### src/sv/tun_sqrt_cell.sv
// One bit step of the pipelined floor square root, with sideband pass-through.
module tun_sqrt_cell #(
  parameter int SW = 68,
  parameter int RW = 35,
  parameter int XW = 140
) (
  input  logic          clk,
  input  logic          rst,
  input  logic          en,
  input  logic          valid_i,
  input  logic [SW-1:0] rad_i,
  input  logic [RW+1:0] rem_i,
  input  logic [RW-1:0] root_i,
  input  logic [XW-1:0] side_i,
  output logic          valid_o,
  output logic [SW-1:0] rad_o,
  output logic [RW+1:0] rem_o,
  output logic [RW-1:0] root_o,
  output logic [XW-1:0] side_o
);

  logic [RW+3:0] cur;
  logic [RW+3:0] trial;
  logic [RW+3:0] diff;
  logic          ge;

  always_comb begin
    cur   = {rem_i, rad_i[SW-1 -: 2]};
    trial = (RW+4)'({root_i, 2'b01});
    diff  = cur - trial;
    ge    = (cur >= trial);
  end

  always_ff @(posedge clk) begin
    if (rst) begin
      valid_o <= 1'b0;
    end else if (en) begin
      valid_o <= valid_i;
    end
  end

  always_ff @(posedge clk) begin
    if (en) begin
      rad_o  <= rad_i << 2;
      rem_o  <= ge ? diff[RW+1:0] : cur[RW+1:0];
      root_o <= {root_i[RW-2:0], ge};
      side_o <= side_i;
    end
  end

endmodule

### config.mk
export PLATFORM = sky130hd
export DESIGN_NAME = tun_sqrt_cell
export DESIGN_NICKNAME = d
export VERILOG_FILES = /design/src/sv/tun_sqrt_cell.sv
export SDC_FILE = /design/constraint.sdc
export NUM_CORES = 1
export LEC_CHECK = 0
export BUFFER_PORTS_ARGS = -buffer_cell sky130_fd_sc_hd__buf_2
export CAP_MARGIN = 25
export CORE_AREA = 2 2 218 220
export DETAILED_ROUTE_END_ITERATION = 8
export DIE_AREA = 0 0 220 222
export GPL_TIMING_DRIVEN = 0
export HOLD_SLACK_MARGIN = 0.15
export PLACE_DENSITY_LB_ADDON = 0.05
export SYNTH_ARGS = -nofsm -noshare
export SYNTH_HDL_FRONTEND = slang
export SYNTH_SLANG_ARGS = --single-unit
### constraint.sdc
create_clock -name clk -period 5.6 [get_ports clk]
set_input_delay 1.4 -clock clk [delete_from_list [all_inputs] [get_ports clk]]
set_output_delay 1.4 -clock clk [all_outputs]
set_load 0.02 [all_outputs]
-- Yosys cells after proc, flatten, opt, wreduce, memory -nomap -nowiden
Cells that the tools add are included.
- multiplexer cells: 1
- order comparisons: 1
- $add $sub $neg: 1
- operators by type and width (operator ; number):
    39-bit by 37-bit >= comparator with 1-bit output ; 1
    37-bit 2-to-1 mux ; 1
    37-bit subtractor ; 1
- output and inout port bits: 281
- word-level logic and storage cells: 8
- register bits: 279
- bits of input ports: 284

-- Depth between registers and ports, before layout
Gate-level depths: netlist (run 1).
- depth in word-level cells: 2
- depth in mapped cells: 13
- gate-level depth less buffers: 11

-- Worst setup path after synthesis (run 1)
Ideal clock, no wire load.
- path kind: input to register
- start point: in root_i[3]
- end point: reg rem_o[30], data pin
- setup slack: 1401 ps
- library setup time: 260 ps
- data required time: 5340 ps
- cell stages on the path: 11
- path buffers: 1
- arrival time: 3939 ps
- path through: inv_1 ha_1 o311ai_0 a21oi_1 a311oi_2 a211o_1 nand2_1 a21o_1 a31oi_4 buf_6 mux2_2
- longest elaborated chain between the ends: 2
- elaborated cells between the ends (all ways): 3
- classes of those cells: add/sub: 1; order compare: 1; mux: 1
- RTL lines (item ; RTL line ; source):
    start: declaration ; 13 ; input logic [RW-1:0] root_i,
    37-bit subtractor or 39-bit by 37-bit >= comparator with 1-bit output (tied branches) ; 30, 31 ;
    37-bit 2-to-1 mux (*) ; 45 ; rem_o <= ge ? diff[RW+1:0] : cur[RW+1:0];
    end signal: assignment ; 45 ;
    end: declaration ; 17 ; output logic [RW+1:0] rem_o,
Every way passes the cells marked *; elsewhere a longest branch is shown, timed or not.
A chain may end at the register's enable or synchronous reset.

-- Final worst setup path (run 1)
- start point: in rem_i[3]
- end point: reg rem_o[27], data pin
- longest elaborated chain between the ends: 2
- elaborated cells between the ends (all ways): 3
- classes of those cells: add/sub: 1; order compare: 1; mux: 1
- RTL lines (item ; RTL line ; source):
    start: declaration ; 12 ; input logic [RW+1:0] rem_i,
    37-bit subtractor or 39-bit by 37-bit >= comparator with 1-bit output (tied branches) ; 30, 31 ;
    37-bit 2-to-1 mux (*) ; 45 ;
Marks and branches as above.

==> results of run 1 <==
through the flow:
| stage | utilization | setup TNS (ns) |
|---|---|---|
| floorplan | - | 0 |
| global placement | 0.316 | -348.53 |
| detailed placement | 0.318 | 0 |
| CTS | 0.339 | 0 |
| global route | 0.339 | 0 |
| finish | 0.340 | 0 |
worst min-delay path by stage:
| stage | startpoint | to | slack (ns) | cells past startpoint |
|---|---|---|---|---|
| after floorplan | valid_o$_SDFFE_PP0P_ | valid_o$_SDFFE_PP0P_ | 0.58 | 2 |
| after global placement | valid_o$_SDFFE_PP0P_ | valid_o$_SDFFE_PP0P_ | 0.48 | 2 |
| after CTS | valid_o$_SDFFE_PP0P_ | valid_o$_SDFFE_PP0P_ | 0.50 | 2 |
| final | valid_o$_SDFFE_PP0P_ | valid_o$_SDFFE_PP0P_ | 0.49 | 2 |
| after global routing | valid_o$_SDFFE_PP0P_ | valid_o$_SDFFE_PP0P_ | 0.54 | 2 |
| after detailed placement | valid_o$_SDFFE_PP0P_ | valid_o$_SDFFE_PP0P_ | 0.49 | 2 |
cells by family after synthesis:
logic type / Yosys count
multiplexers: 37
adder cells (fa/ha/maj): 37
AO/OA/AOI/OAI: 118
AND/OR/NAND/NOR: 95
other: 1
flip-flops: 279
buffers and inverters: 59
XOR/XNOR: 31
placed cells by master (no fill, tap or decap), types with 5 or more instances in the layout:
cell type / Yosys / routed
clkbuf_1: 8 / 19
nor2_1: 21 / 21
and3_1: 8 / 8
xnor2_1: 21 / 21
mux2_2: 31 / 31
a31oi_1: 5 / 5
clkbuf_16: 0 / 35
buf_2: 0 / 561
a21o_1: 22 / 22
o21ai_0: 18 / 18
ha_1: 37 / 37
xor2_1: 10 / 10
edfxtp_1: 278 / 278
clkinv_1: 0 / 11
inv_1: 46 / 46
nand2_1: 21 / 21
nand3_1: 11 / 11
a21oi_1: 32 / 32
a211o_1: 5 / 5
nand4_1: 5 / 5
o21a_1: 5 / 5
nor3_1: 7 / 7
sequential cells by signal, summed over array words and instances, names as in the netlist:
signal   cells
valid_o      1
rem_o       37
root_o      35
side_o     140
rad_o       66
synth_stat cells (3+ instances only):
library cell	number
inv_1	46
ha_1	37
buf_6	3
xor2_1	10
nor4_1	3
nand4_1	5
a21oi_1	32
o21a_1	5
nand3_1	11
and4_1	3
nand2_1	21
a211oi_1	3
a211o_1	5
nor2_1	21
nor3_1	7
and2_1	3
nand2b_1	4
a31oi_1	5
o21ai_0	18
clkbuf_1	8
and3_1	8
edfxtp_1	278
mux2i_1	4
a21o_1	22
xnor2_1	21
mux2_2	31
layer usage:
layer  share of wire  wire length (um)  GRT usage  up-vias
met3           0.094              3890     0.0634       86
li1                -                 -          -     3739
met1            0.36             14800      0.170     3777
met5          0.0029               121          0        -
met2            0.52             21500      0.296      296
met4           0.026              1070     0.0522       20
worst min-delay path: cells and delay by family (launching register included):
kind | cells | cell delay [ns]
muxes | 1 | 0.06
and+or+nand+nor | 1 | 0.07
DFF | 1 | 0.32
final cells by class:
| cell class | instances | area, um2 |
|---|---|---|
| antenna | 4 | 10.0 |
| buffer | 13 | 78.8 |
| clock buffer | 46 | 917 |
| clock inverter | 15 | 82.6 |
| fill | 4721 | 30600 |
| inverter | 46 | 173 |
| multi-input combinational | 320 | 2440 |
| sequential | 279 | 8370 |
| tap | 607 | 759 |
| timing repair buffer | 564 | 2880 |
power groups by stage:
| stage | registers, mW | logic (mW) | clock network [mW] |
|---|---|---|---|
| after CTS | 2.56 | 0.983 | 2.14 |
| after detailed placement | 2.60 | 0.978 | 0 |
| after floorplan | 2.86 | 0.270 | 0 |
| after global placement | 2.62 | 0.977 | 0 |
| after global routing | 2.58 | 1.04 | 2.21 |
| final | 2.56 | 0.959 | 2.05 |
==> flow_metrics.py, run 1 <==
metrics = {
    "sta": {
        "worst_pin_slew_ns": 0.891,
        "finalClockSkew_ns": 0,
        "slew_viol_final": 0,
        "min_period_ns": 4.37,
        "finalCritPeriodShare": 0.780,
        "max_freq_mhz": 229,
        "timing.final.ws_setup_ns": 1.23,
        "report.final.hold_viol_count": 0,
        "slew_headroom": 0.406,
        "rsz0062_at_grt": "no",
        "setup_viol": 0,
        "timing.hold.ws_ns": 0.495,
    },
    "floorplanning": {
        "die_w_um": 220,
        "die-height_um": 222,
        "num_io_pins": 565,
        "core_area_um2": 46300,
        "dieArea_um2": 48800,
        "fp-row-count": 79,
        "start_util": 0.239,
    },
    "drt": {
        "drtIter0Drc": 310,
        "wl_um": 41400,
        "firstDrtPassIters": 4,
        "via_per_inst": 4.18,
        "num_vias": 7918,
        "wl_per_cell_um": 21.9,
        "drc": 0,
        "drtAntennaViolNets": 0,
    },
    "synth": {
        "synth-adder-area-share": 0.0419,
        "synth.area.mux_share": 0.0372,
        "async_reset_ff_frac": 0,
        "synth_area_per_cell_um2": 16.8,
        "synth_top_family_by_area": "compound AO/OA/AOI/OAI gates",
        "synth_edf_count": 278,
        "netlist_area_um2": 11100,
        "synth_cell_types": 58,
        "synthXorXnorAreaFrac": 0.0246,
        "seq_area_frac_synth": 0.757,
        "synth_seq_cells": 279,
        "synth_compound_area_frac": 0.0733,
        "synth_top_cell_area_share": 0.755,
        "yosys-top-cells-area": "edfxtp_1 (75%), ha_1 (4.2%), mux2_2 (3.2%)",
        "synth-simple-area-share": 0.0432,
        "yosys_warnings": 0,
        "synth-main-ff-cell": "edfxtp_1",
        "synthesis.instances": 657,
        "yosysTopAreaCell": "edfxtp_1",
    },
    "critical_path": {
        "required_ns": 5.87,
        "cp_slowest_stage_delay_ns": 0.48,
        "rr_startpoint": "valid_o$_SDFFE_PP0P_",
        "worst-path-stages": 11,
        "path_class": "in -> reg",
        "r2r_end": "valid_o$_SDFFE_PP0P_",
        "critical_path.startpoint": "rem_i[3]",
        "cp-end-kind": "flip-flop",
        "endpoint": "rem_o[27]$_DFFE_PP_",
        "reg2reg_depth": 2,
        "critPathBufInv": 2,
        "critPathTopFamily": "compound AO/OA/AOI/OAI gates",
        "cpMaxStageDelayCell": "o311ai_0",
        "path_cells": "buf_2, ha_1, o311ai_0, a21oi_1, a311oi_2, a211o_1, nand2_1, a21o_1, a31oi_4, buf_6, mux2_2",
        "critPathMaxFanout": 10,
        "crit_arrival_ns": 4.64,
        "cp-start-kind": "input port",
        "reg2reg_slack_ns": 5.02,
    },
    "grt": {
        "overflow": 0,
        "antenna_found_initial": 16,
        "grt_max_degree": 107,
        "grt_pass1_wl_um": 56900,
        "first_global_vias": 8003,
        "grtUsageTotal": 0.163,
    },
    "power_and_ir_drop": {
        "p_seq_frac": 0.460,
        "clockPowerShare": 0.368,
        "total_power_mw": 5.56,
        "powerDensity_nw_per_um2": 354,
        "peakVddDrop_mv": 0.213,
        "intPower_mw": 4.02,
        "p_sw_mw": 1.54,
        "p_sw_frac": 0.277,
        "p_comb_frac": 0.172,
        "leakage_nw": 6.79,
    },
    "clock_network": {
        "cts_resized": 0,
        "cts.sinks": 279,
        "htreeDepth": 2,
        "cts_tree": "yes",
        "clock_latency_ns": 0.54,
        "cts_buffers": 35,
        "clkTransAtPathRegs_ns": 0.05,
        "ctsHoldBuffers": 0,
        "post_cts_buffers": 0,
        "cts_buffer_depth": 3,
        "cts_root_buf": "clkbuf_16",
    },
    "flow_run": {
        "maxCapViolations": 0,
    },
    "placement": {
        "pre_cts_ws_ns": 0.633,
        "dp.cells": 1829,
        "place_area_um2": 14700,
        "portBuffers": 562,
        "hpwl_um": 33100,
        "place_congestion": 0.810,
    },
    "outcome": {
        "outcome": "finished clean",
    },
    "cells_and_area": {
        "drive_above_1_share": 0.504,
        "post-route-cell-area_um2": 15700,
        "syn2layout_area_growth_pct": 42.1,
        "nets": 1580,
        "final_cells": 1894,
    },
    "min_path": {
        "hold_class": "reg -> reg",
    },
}
Note: power is estimated with default switching activity, not from simulation.
==> run 2, diff against run 1 <==
- clock period: 5.6 -> 4 ns (I/O delays scaled with it)
==> flow_metrics.py, run 2 (same netlist as run 1, synthesis figures left out) <==
metrics = {
    "outcome": {
        "outcome": "finished clean",
    },
    "drt": {
        "firstDrtPassIters": 4,
        "via_per_inst": 4.19,
        "drtAntennaViolNets": 0,
        "num_vias": 7949,
        "drtIter0Drc": 302,
        "wl_per_cell_um": 21.9,
        "drc": 0,
        "wl_um": 41500,
    },
    "sta": {
        "setup_viol": 0,
        "min_period_ns": 3.75,
        "finalClockSkew_ns": 0,
        "slew_headroom": 0.407,
        "rsz0062_at_grt": "no",
        "finalCritPeriodShare": 0.937,
        "slew_viol_final": 0,
        "report.final.hold_viol_count": 0,
        "worst_pin_slew_ns": 0.889,
        "max_freq_mhz": 267,
    },
    "clock_network": {
        "htreeDepth": 2,
        "cts_tree": "yes",
        "cts.sinks": 279,
        "cts_buffers": 35,
        "clkTransAtPathRegs_ns": 0.05,
        "cts_buffer_depth": 3,
        "cts_root_buf": "clkbuf_16",
        "clock_latency_ns": 0.54,
    },
    "cells_and_area": {
        "layout_commonest_cell": "buf_2",
        "utilization": 0.340,
        "top_register": "side_o",
        "nFillCells": 4718,
        "largest_reg_flops": 140,
        "syn2layout_area_growth_pct": 42.2,
        "final_cells": 1896,
        "nets": 1582,
        "final_cell_mix": "buf_2 (561), edfxtp_1 (278), inv_1 (46)",
        "drive_above_1_share": 0.504,
        "top_regs": "side_o x140, rad_o x66, rem_o x37",
    },
    "min_path": {
        "min_path_cells": 2,
        "hold_class": "reg -> reg",
    },
    "floorplanning": {
        "start_util": 0.239,
        "core_area_um2": 46300,
        "die_w_um": 220,
        "dieArea_um2": 48800,
        "die-height_um": 222,
        "num_io_pins": 565,
        "fp-row-count": 79,
    },
    "placement": {
        "portBuffers": 562,
        "place_congestion": 0.810,
        "hpwl_um": 33100,
        "dp.cells": 1829,
    },
    "grt": {
        "grt_pass1_wl_um": 56900,
        "grt_max_degree": 107,
        "first_global_vias": 8005,
        "grtUsageTotal": 0.163,
        "antenna_found_initial": 16,
        "overflow": 0,
    },
    "power_and_ir_drop": {
        "peakVddDrop_mv": 0.299,
        "total_power_mw": 7.79,
        "p_comb_frac": 0.173,
        "p_seq_frac": 0.460,
        "clockPowerShare": 0.368,
        "p_sw_frac": 0.277,
        "powerDensity_nw_per_um2": 496,
        "p_sw_mw": 2.16,
        "leakage_nw": 6.80,
        "intPower_mw": 5.63,
    },
    "critical_path": {
        "reg2reg_slack_ns": 3.42,
        "path_class": "in -> reg",
        "cp-start-kind": "input port",
        "required_ns": 4.27,
        "critPathMaxFanout": 10,
        "crit_arrival_ns": 4.02,
        "cp-end-kind": "flip-flop",
        "reg2reg_depth": 2,
    },
    "flow_run": {
        "maxCapViolations": 0,
    },
}
run 2: changes by cell type in the layout (fill, tap and decap cells not counted), sizes merged:
cell,delta
buf,+2
run 2: power by group through the flow:
stage	logic, mW	clock network, mW	registers (mW)
3_3_place_gp	1.37	0	3.67
6_report	1.34	2.87	3.58
4_1_cts	1.38	3.00	3.59
2_1_floorplan	0.378	0	4.00
5_1_grt	1.46	3.10	3.61
3_5_place_dp	1.37	0	3.64
run 2: critical path, cell delays in order:
cell      delay [ns]
buf_2           0.11
ha_1            0.23
or3_1           0.39
o22ai_2         0.20
a21oi_1         0.21
a311oi_2        0.47
a211o_1         0.20
nand2_1         0.08
a21o_1          0.24
a31oi_4         0.30
buf_6           0.21
mux2_2          0.36
run 2: repair_timing:
action,4_1_cts,5_1_grt
setup buffers,0,2
hold buffers,0,0
pin swaps,1,1
endpoints found under the setup margin,3,30
gates resized for setup,0,1
run 2: cell type report:
type | count | area [um2] | area share
antenna | 4 | 10.0 | 0.000637
buffer | 13 | 78.8 | 0.00501
clock buffer | 46 | 917 | 0.0583
clock inverter | 15 | 82.6 | 0.00525
inverter | 46 | 173 | 0.0110
multi-input combinational | 320 | 2440 | 0.155
sequential | 279 | 8370 | 0.532
tap | 607 | 759 | 0.0483
timing repair buffer | 566 | 2890 | 0.184
run 2: worst paths after layout:
kind,startpoint,end
max reg2reg,valid_o$_SDFFE_PP0P_,valid_o$_SDFFE_PP0P_
max,rem_i[2],rem_o[27]$_DFFE_PP_
min,valid_o$_SDFFE_PP0P_,valid_o$_SDFFE_PP0P_
min reg2reg,valid_o$_SDFFE_PP0P_,valid_o$_SDFFE_PP0P_
run 2: through the flow:
step	worst slack [ns]	hold WS, ns	area [um2]	TNS (ns)
detailed placement	-0.567	0.490	14700	-17.43
global route	0.0222	0.539	15700	0
finish	0.254	0.495	15700	0
CTS	0.0298	0.504	15700	0
global placement	-2.55	0.480	14600	-701.38
floorplan	0.201	0.579	11100	0
run 2: layer usage:
metal  up-vias  routed length (um)  track usage
li1       3743                   -            -
met4        20                1070       0.0522
met1      3799               14900        0.170
met5         -                 122            0
met3        84                3900       0.0634
met2       303               21500        0.296
