**src/sv/tun_div_cell.sv**
```systemverilog
// One quotient bit step of three parallel restoring dividers sharing a divisor.
module tun_div_cell #(
  parameter int RW = 35,
  parameter int QW = 15,
  parameter int XW = 4
) (
  input  logic                clk,
  input  logic                rst,
  input  logic                en,
  input  logic                valid_i,
  input  logic [RW-1:0]       m_i,
  input  logic [2:0][RW-1:0]  rem_i,
  input  logic [2:0][QW-1:0]  low_i,
  input  logic [2:0][QW-1:0]  q_i,
  input  logic [XW-1:0]       side_i,
  output logic                valid_o,
  output logic [RW-1:0]       m_o,
  output logic [2:0][RW-1:0]  rem_o,
  output logic [2:0][QW-1:0]  low_o,
  output logic [2:0][QW-1:0]  q_o,
  output logic [XW-1:0]       side_o
);

  logic [2:0][RW:0]   cur;
  logic [2:0][RW:0]   diff;
  logic [2:0]         ge;

  always_comb begin
    for (int i = 0; i < 3; i++) begin
      cur[i]  = {rem_i[i], low_i[i][QW-1]};
      diff[i] = cur[i] - {1'b0, m_i};
      ge[i]   = (cur[i] >= {1'b0, m_i});
    end
  end

  always_ff @(posedge clk) begin
    if (rst) begin
      valid_o <= 1'b0;
    end else if (en) begin
      valid_o <= valid_i;
    end
  end

  always_ff @(posedge clk) begin
    if (en) begin
      m_o    <= m_i;
      side_o <= side_i;
      for (int i = 0; i < 3; i++) begin
        rem_o[i] <= ge[i] ? diff[i][RW-1:0] : cur[i][RW-1:0];
        low_o[i] <= low_i[i] << 1;
        q_o[i]   <= {q_i[i][QW-2:0], ge[i]};
      end
    end
  end

endmodule

```
**config.mk**
```make
export PLATFORM = sky130hd
export DESIGN_NAME = tun_div_cell
export DESIGN_NICKNAME = d
export VERILOG_FILES = /design/src/sv/tun_div_cell.sv
export SDC_FILE = /design/constraint.sdc
export NUM_CORES = 1
export LEC_CHECK = 0
export BUFFER_PORTS_ARGS = -buffer_cell sky130_fd_sc_hd__clkbuf_2
export CAP_MARGIN = 20
export CORE_MARGIN = 4
export CORE_UTILIZATION = 45
export CTS_CLUSTER_DIAMETER = 120
export DETAILED_ROUTE_END_ITERATION = 10
export GPL_TIMING_DRIVEN = 0
export PLACE_DENSITY = 0.76
export SYNTH_ARGS = -nofsm -noshare
export SYNTH_HDL_FRONTEND = slang
export SYNTH_SLANG_ARGS = --single-unit
export TNS_END_PERCENT = 50
```
**constraint.sdc**
```tcl
create_clock -name clk -period 2.8 [get_ports clk]
set_input_delay 0.14 -clock clk [delete_from_list [all_inputs] [get_ports clk]]
set_output_delay 0.14 -clock clk [all_outputs]
set_load 0.005 [all_outputs]
```
==> Word-level counts from Yosys, hierarchy flattened <==
Cells that the tools add are included.
{ "word_totals": {"regBits": 232, "latchBits": 0, "ramBits": 0, "rom_bits": 0, "inputBits": 238, "n_memories": 0} }
{ "classes": {"addsub": 3, "multipliers": 0, "div_mod_pow": 0, "magnitude_cmp": 3, "n_eq_ne": 0, "n_shift": 0, "mux": 3, "n_bitwise": 0, "reduce_logical": 0} }
{ "ops": {"columns": ["operator", "count"], "rows": [
  ["$ge A36 B35 Y1", 3],
  ["$mux W35", 3],
  ["$sub A35 B35 Y35", 3]
]} }

==> Depth between registers and ports, before layout <==
Gate-level depths: netlist of run 1.
{ "logic_depth": {"depth_word": 2, "mapped_depth": 14, "depth_no_buf": 12} }

==> Worst setup path after synthesis of run 1 <==
No wires, ideal clock.
{ "synth_timing": {"path_kind": "input -> register", "start": "input low_i[44] (netlist name)", "end": "register rem_o[104] (netlist name) (data pin)", "setup_time_ns": 0.262, "arrival_ns": 2.510, "required_time_ns": 2.538, "slack_ns": 0.028, "path_stages": 12, "n_path_buf": 0, "path_cell_list": "inv_1 ha_1 fa_1 nand2b_1 a211oi_2 o2111ai_1 a21o_1 and2_1 o41ai_1 a21oi_1 xnor2_1 mux2_1"} }
{ "synth_between": {"elab_chain_len": 2} }
{ "synth_lines": {"columns": ["item", "line", "rtl"], "rows": [
  ["start, declared", "13", "input logic [2:0][QW-1:0] low_i,"],
  ["$sub A35 B35 Y35 / $ge A36 B35 Y1 (equally long branches)", "31, 32", null],
  ["$mux W35 *", "49", "rem_o[i] <= ge[i] ? diff[i][RW-1:0] : cur[i][RW-1:0];"],
  ["end signal, assigned by index", "49", null],
  ["end, declared", "18", "output logic [2:0][RW-1:0] rem_o,"]
]} }
Mark *: on every way between the ends. The rest lies on a longest branch, timed or not.
A chain may end at the register's enable or synchronous reset.

==> Final worst setup path of run 1 <==
{ "layout_timing": {"start": "input rem_i[81] (netlist name)", "end": "register rem_o[97] (netlist name) (data pin)"} }
{ "layout_between": {"elab_chain_len": 2} }
{ "layout_lines": {"columns": ["item", "line", "rtl"], "rows": [
  ["start, declared", "12", "input logic [2:0][RW-1:0] rem_i,"],
  ["$sub A35 B35 Y35 / $ge A36 B35 Y1 (equally long branches)", "31, 32", null],
  ["$mux W35 *", "49", null]
]} }
Marks and branches as above.

==> metrics.md, run 1 <==
| Metric | Value |
|---|---|
| H-tree depth | 1 |
| Std cell rows | 64 |
| Fin crit period | 2.85 ns |
| Post-route antenna net violation count | 0 |
| Ys flop type | edfxtp_1 |
| Yosys warning count | 0 |
| Initial Util | 0.456 |
| Cells along the critical path | dlygate4sd3_1, clkbuf_2, ha_1, buf_4, nand4_1, nor3b_2, o21ai_2, o211ai_4, o31a_4, a221oi_4, a21oi_2, xor2_1, mux2_4 |
| Share of cells above drive strength 1 | 0.296 |
| Violated checks | setup timing |
| Met2 WL | 26900 um |
| Chip height | 184 um |
| Detail Placement HPWL | 38600 um |
| Comb power frac | 0.276 |
| Residual DRC | 0 |
| Clock latency on the worst-skew pair | 0.51 ns |
| Core outline area | 30600 sq um |
| Met3 WL | 3660 um |
| Via count | 13600 |
| Sequential Power Share | 0.398 |
| Hold Startpoint | rem_i[55] |
| Hold WS | 0.0172 ns |
| # Max-Cap Violations | 0 |
| Slew margin rel. | 0.580 |
| Largest net degree at the start of global routing | 81 |
| # IOs | 473 |
| Yosys top cell by area | edfxtp_1 |
| Vias in the first global route | 14000 |
| RR Startpoint | valid_o |
| Worst path buffer plus inverter count | 3 |
| Critical Path Start | rem_i[81] |
| VDD IR max | 426 uV |
| Crit path required time | 3.07 ns |
| Unrepaired setup endpoints after global routing | yes |
| Clock skew | 0 ns |
| Max Slew Vio Count | 0 |
| Endpoints failing hold | 0 |
| Seq/Total Area, Yosys | 0.499 |
| P per Cell Area | 556 nW/um^2 |
| Initial antenna violation count | 12 |
| Status | finished with violations |
| Placer congestion estimate | 0.922 |
| Area contributors post-synth | edfxtp_1 50%, ha_1 9.4%, o21ai_0 4.9% |
| CTS Buf Count | 26 |
| Pre-Repair DR Iteration Count | 5 |
| Area of the die | 33900 sq um |
| Post-route clock period utilization | 1.02 |
| Final wirelength | 52300 um |
| Chip width | 184 um |
| Crit-path max FO | 8 |
| Clk pwr share | 0.326 |
| Syn Area/Cell | 10.6 sq um |
| CTS Sinks | 232 |
| Final core area utilization | 0.663 |
| Pint | 0.00796 W |
| Nets | 2387 |
| Final worst setup slack | -0.0490 ns |
| CP endpoint kind | flip-flop |
| Switching share of power | 0.294 |
| Placed cell count | 2179 |
| Buffers on Ports | 466 |
| CP peak stage delay | 0.53 ns |
| Worst-margin pin slew | 0.631 ns |
| Crit-path leading delay family | compound AO/OA/AOI/OAI gates |
| Endpoints failing setup | 1 |
| First-pass GRT wire length | 77400 um |
| Number of DRC markers in iteration 0 | 673 |
| Pleak | 8.95 nW |
| Synth Instances | 1313 |
| Via-to-Cell Ratio | 5.50 |
| Post-Layout Cell Count | 2470 |
| FFs w/ async S/R, synth | 0 |
| Met1 Wirelength | 18900 um |
| Post-synth top area share | 0.498 |
| Clock Path Buffers | 3 |
| WL/cell | 21.2 um |
| Grt ovf | 0 |
| Worst-path clk slew | 0.06 ns |
| Number of synthesized register bits | 232 |
| Startpoint types | input port |
| GRT Total Usage | 0.292 |
| Synth cell types | 77 |
| Number of synthesized flops with an enable pin | 231 |
| Min-delay worst type | in2reg |
| Switching power | 0.00331 W |
| CTS tree | done |
| CTS Root Cell | clkbuf_16 |
| Worst path slowest cell | dlygate4sd3_1 |
| Layout area overhead | 45.4% |
| Fmax achieved | 351 MHz |
| Cell Area, Synth | 13900 sq um |
| Crit Path Class | in2reg |
| Place WS | -0.727 ns |
| Max layer used | met5 |
| Critical Path AT | 3.12 ns |
-- layer usage --
metal | GRT usage | vias up
li1 | - | 6368
met1 | 0.327 | 6466
met2 | 0.530 | 599
met3 | 0.0505 | 153
met4 | 0.149 | 2
met5 | 0 | -
-- flip-flops by register name (all words and copies together), names as in the netlist --
signal,count
side_o,4
q_o,45
valid_o,1
m_o,35
low_o,42
rem_o,105
-- stage by stage --
step           total power, W  setup TNS (ns)  area, sq um
2_1_floorplan         0.00606               0        13900
3_3_place_gp          0.00723         -495.75        16800
3_5_place_dp          0.00727          -52.59        16800
4_1_cts                0.0112         -0.0187        20000
5_1_grt                0.0118          -0.618        20300
6_report               0.0113         -0.0490        20300
-- layout by cell type (no fill, tap or decap), types with 21 or more instances in the layout --
cell and n:
nand2_1 165, inv_1 61, o21ai_0 131, nor2_1 61, xor2_1 46, a21o_1 36
clkbuf_16 27, a21oi_1 97, edfxtp_1 231, clkbuf_2 474, xnor2_1 45, o21ai_1 21
dlygate4sd3_1 226, ha_1 101
-- cell type report --
type / count / area (sq um)
well taps: 396 / 495
flip-flops and latches: 232 / 6960
plain buffers: 41 / 251
diodes: 13 / 32.5
multi-input cells: 976 / 6650
fillers: 2330 / 10300
clock buffers: 31 / 691
repair buffers: 702 / 4730
clock inverters: 17 / 229
inverters: 62 / 233
-- synthesized netlist by cell type, types with 4 or more instances --
cell / n
o31ai_1: 6
buf_2: 11
nor4_1: 8
nand4_1: 17
nor2b_1: 19
a21oi_2: 5
clkbuf_1: 20
o21bai_1: 16
nor3b_1: 4
o21a_1: 9
o211ai_1: 7
xnor2_1: 45
and3_1: 15
edfxtp_1: 231
o2111ai_1: 7
a31oi_1: 12
nor3_1: 16
ha_1: 105
xor2_1: 46
inv_1: 61
a211o_1: 7
buf_4: 8
nand3_1: 17
a211oi_2: 4
a221oi_1: 4
o21ai_0: 136
a211oi_1: 10
and2_1: 5
a21o_1: 36
nand2b_1: 14
a21oi_1: 103
nand2_1: 165
nor2_1: 62
o21ai_1: 19
-- cells by family after synthesis --
family,count (synthesis),share of synthesized area
DFF,232,0.499
other,1,0.000269
buffers and inverters,107,0.0340
xor gates and xnor gates,91,0.0572
muxes,7,0.00565
adders and majority gates,108,0.0986
and+or+nand+nor,350,0.115
AOI/OAI and AO/OA,417,0.190
-- worst min-delay path: cells and delay by family --
family / cells / cell delay, ns
and+or+nand+nor: 1 / 0.04
AOI/OAI and AO/OA: 1 / 0.12
buffers and inverters: 1 / 0.09
-- power by group through the flow --
stage	Combinational [W]	Sequential (W)	Clock, W
after floorplan	0.00147	0.00459	0
after global placement	0.00267	0.00456	0
after detailed placement	0.00273	0.00454	0
after CTS	0.00301	0.00447	0.00372
after global routing	0.00340	0.00451	0.00389
final	0.00312	0.00448	0.00368
-- path summary, 6_finish.rpt --
path                    end  cells after the start  slack [ns]
hold / removal    rem_o[56]                      3        0.02
setup / recovery  rem_o[97]                     13       -0.05
setup reg to reg    valid_o                      3        1.64
hold reg to reg     valid_o                      3        1.07
-- repair_timing --
item | 4_1_cts | 5_1_grt
endpoints found under the hold margin | 225 | 0
hold buffers | 226 | 0
buffers inserted | 0 | 8
setup endpoints to repair | 38 | 104
pin swaps | 2 | 10
gates resized for setup | 6 | 52
Note: power is estimated with default switching activity, not from simulation.
==> run 2, diff against run 1 <==
--- a/config.mk
+++ b/config.mk
@@ -7,12 +7,14 @@
 export LEC_CHECK = 0
 export BUFFER_PORTS_ARGS = -buffer_cell sky130_fd_sc_hd__clkbuf_2
 export CAP_MARGIN = 20
+export CELL_PAD_IN_SITES_DETAIL_PLACEMENT = 0
+export CELL_PAD_IN_SITES_GLOBAL_PLACEMENT = 1
 export CORE_MARGIN = 4
-export CORE_UTILIZATION = 45
+export CORE_UTILIZATION = 35
 export CTS_CLUSTER_DIAMETER = 120
 export DETAILED_ROUTE_END_ITERATION = 10
 export GPL_TIMING_DRIVEN = 0
-export PLACE_DENSITY = 0.76
+export PLACE_DENSITY_LB_ADDON = 0.1
 export SYNTH_ARGS = -nofsm -noshare
 export SYNTH_HDL_FRONTEND = slang
 export SYNTH_SLANG_ARGS = --single-unit
==> metrics.md, run 2 (same netlist as run 1, synthesis figures left out) <==
| Metric | Value |
|---|---|
| Status | completed |
| Number of DRC markers in iteration 0 | 721 (+7.1%) |
| Nets | 2393 (+0.25%) |
| Crit-path leading delay family | compound AO/OA/AOI/OAI gates |
| CTS Sinks | 232 (unchanged) |
| Startpoint types | input port |
| CTS Root Cell | clkbuf_16 |
| Chip width | 208 um (+13%) |
| Register cell area after layout | 6960 sq um (unchanged) |
| Post-route antenna net violation count | 0 (unchanged) |
| Worst path slowest cell | dlygate4sd3_1 |
| CP peak stage delay | 0.56 ns (+0.03 ns) |
| VDD IR max | 342 uV (-20%) |
| Filler instances | 3618 (+55%) |
| Residual DRC | 0 (unchanged) |
| Final core area utilization | 0.524 (-0.139) |
| Pre-Repair DR Iteration Count | 4 (-1) |
| R2r endpoint | valid_o |
| Chip height | 208 um (+13%) |
| Crit path required time | 3.10 ns (+0.03 ns) |
| Max reg flops | 105 (unchanged) |
| Slew margin rel. | 0.597 (+0.0175) |
| Grt ovf | 0 (unchanged) |
| CTS Buf Count | 28 (+7.7%) |
| First-pass GRT wire length | 80100 um (+3.6%) |
| Clock Path Buffers | 3 (unchanged) |
| CP endpoint kind | flip-flop |
| Initial antenna violation count | 4 (-8) |
| Via count | 13000 (-4.0%) |
| Multi-input logic area | 6630 sq um (-0.32%) |
| Share of cells above drive strength 1 | 0.292 (-0.00439) |
| Critical Path Start | rem_i[81] |
| Detail Placement HPWL | 40900 um (+5.9%) |
| Min-delay worst type | in2reg |
| Cells along the critical path | dlygate4sd3_1, clkbuf_2, ha_1, buf_4, nand4_1, nor3b_2, o21ai_2, o211ai_4, o31a_4, a221oi_4, a21oi_2, xor2_1, mux2_4 |
| Worst path buffer plus inverter count | 3 (unchanged) |
| Place WS | -0.726 ns (+0.00146 ns) |
| Pleak | 8.96 nW (+0.18%) |
| Post-Layout Cell Count | 2589 (+4.8%) |
| Area of the die | 43100 sq um (+27%) |
| Buffers on Ports | 466 (unchanged) |
| Core outline area | 39000 sq um (+28%) |
| Largest net degree at the start of global routing | 111 (+37%) |
| Max Slew Vio Count | 0 (unchanged) |
| Critical Path AT | 3.02 ns (-0.10 ns) |
| Fin crit period | 2.72 ns (-0.131 ns) |
| Vias in the first global route | 13400 (-4.4%) |
| Crit-path max FO | 8 (unchanged) |
| Final worst setup slack | 0.0820 ns (+0.131 ns) |
| Crit Path Class | in2reg |
| Commonest non-fill, non-tap cell in the layout | clkbuf_2 |
| Placed cell count | 2301 (+5.6%) |
| Via-to-Cell Ratio | 5.04 (-8.4%) |
| Layout area overhead | 46.6% |
| # IOs | 473 (unchanged) |
| Std cell rows | 72 (+13%) |
| CTS tree | done |
| Biggest regs | rem_o (105), q_o (45), low_o (42) |
| Crit path capture | rem_o[97] |
| GRT Total Usage | 0.234 (-0.0576) |
| Hold Startpoint | en |
| Unrepaired setup endpoints after global routing | yes |
| P per Cell Area | 559 nW/um^2 (+0.42%) |
| Clock skew | 0 ns (unchanged) |
| Final wirelength | 52500 um (+0.44%) |
| Endpoints failing hold | 0 (unchanged) |
| R2R cell count | 3 (unchanged) |
| R2R Setup Slk | 1.66 ns (+0.02 ns) |
| Initial Util | 0.357 (-0.0983) |
| Setup Total Neg Slack | 0 ns (+0.0490 ns) |
| Placer congestion estimate | 0.891 (-3.3%) |
| Post-route clock period utilization | 0.971 (-0.0468) |
| # Max-Cap Violations | 0 (unchanged) |
| Clock latency on the worst-skew pair | 0.55 ns (+0.04 ns) |
| Endpoints failing setup | 0 (-1) |
| Highest-count cells in the layout ignoring fill and taps | 474 x clkbuf_2, 231 x edfxtp_1, 230 x dlygate4sd3_1 |
| WL/cell | 20.3 um (-4.2%) |
| Worst-margin pin slew | 0.604 ns (-0.0263 ns) |
| H-tree depth | 1 (unchanged) |
| Largest Register | rem_o |
| Worst-path clk slew | 0.06 ns (about the same) |
| Stages on the worst setup path | 13 (unchanged) |
| Fmax achieved | 368 MHz (+4.8%) |
| RR Startpoint | valid_o |
[run 2: cell count changes in the layout (fill, tap and decap cells not counted), sizes merged]
cell         delta
clkinvlp        -1
buf             -2
clkinv          +2
clkbuf          +4
dlygate4sd3     +4
diode          -10
[run 2: how the worst min path moves through the flow]
stage / to / cells after the start / slack, ns
after global routing: rem_o[27] / 1 / 0.11
after detailed placement: valid_o / 2 / 0.31
after CTS: rem_o[70] / 4 / 0.06
after floorplan: valid_o / 1 / 0.21
final: rem_o[27] / 1 / 0.11
after global placement: valid_o / 2 / 0.30
[run 2: worst reg2reg max path, cell delays in order (launching register included)]
cell and delay (ns):
dfxtp_1 0.31, mux2i_1 0.12, nor2_1 0.05, dlygate4sd3_1 0.55
[run 2: metrics by stage]
| step | instance area [sq um] | hold WS [ns] | total power (W) |
|---|---|---|---|
| 3_5_place_dp | 17000 | 0.307 | 0.00731 |
| 6_report | 20400 | 0.111 | 0.0114 |
| 4_1_cts | 20300 | 0.0607 | 0.0115 |
| 3_3_place_gp | 16900 | 0.303 | 0.00733 |
| 2_1_floorplan | 13900 | 0.212 | 0.00606 |
| 5_1_grt | 20400 | 0.114 | 0.0120 |
[run 2: repair_timing]
action,in CTS,in global routing
resized for setup,4,41
endpoints found under the setup margin,31,101
endpoints found under the hold margin,229,0
pin swaps,0,10
hold buffers,230,0
setup buffers,0,5
[run 2: where the power goes]
| group | internal (W) | total, W | switching, W |
|---|---|---|---|
| Combinational | 0.00136 | 0.00307 | 0.00171 |
| Sequential | 0.00435 | 0.00447 | 0.000120 |
| Clock | 0.00235 | 0.00387 | 0.00152 |
| Total | 0.00806 | 0.0114 | 0.00335 |
[run 2: per-layer routing]
| layer | part of all wire | global-route usage |
|---|---|---|
| met1 | 0.42 | 0.294 |
| met2 | 0.50 | 0.421 |
| met3 | 0.056 | 0.0397 |
| met4 | 0.024 | 0.0568 |
| met5 | 0.00034 | 0 |
[run 2: layout make-up]
cell class	count	share of cell area
diodes	3	0.000367
plain buffers	44	0.0124
clock buffers	33	0.0362
clock inverters	18	0.0114
inverters	62	0.0114
multi-input cells	976	0.324
flip-flops and latches	232	0.340
well taps	518	0.0317
repair buffers	703	0.232
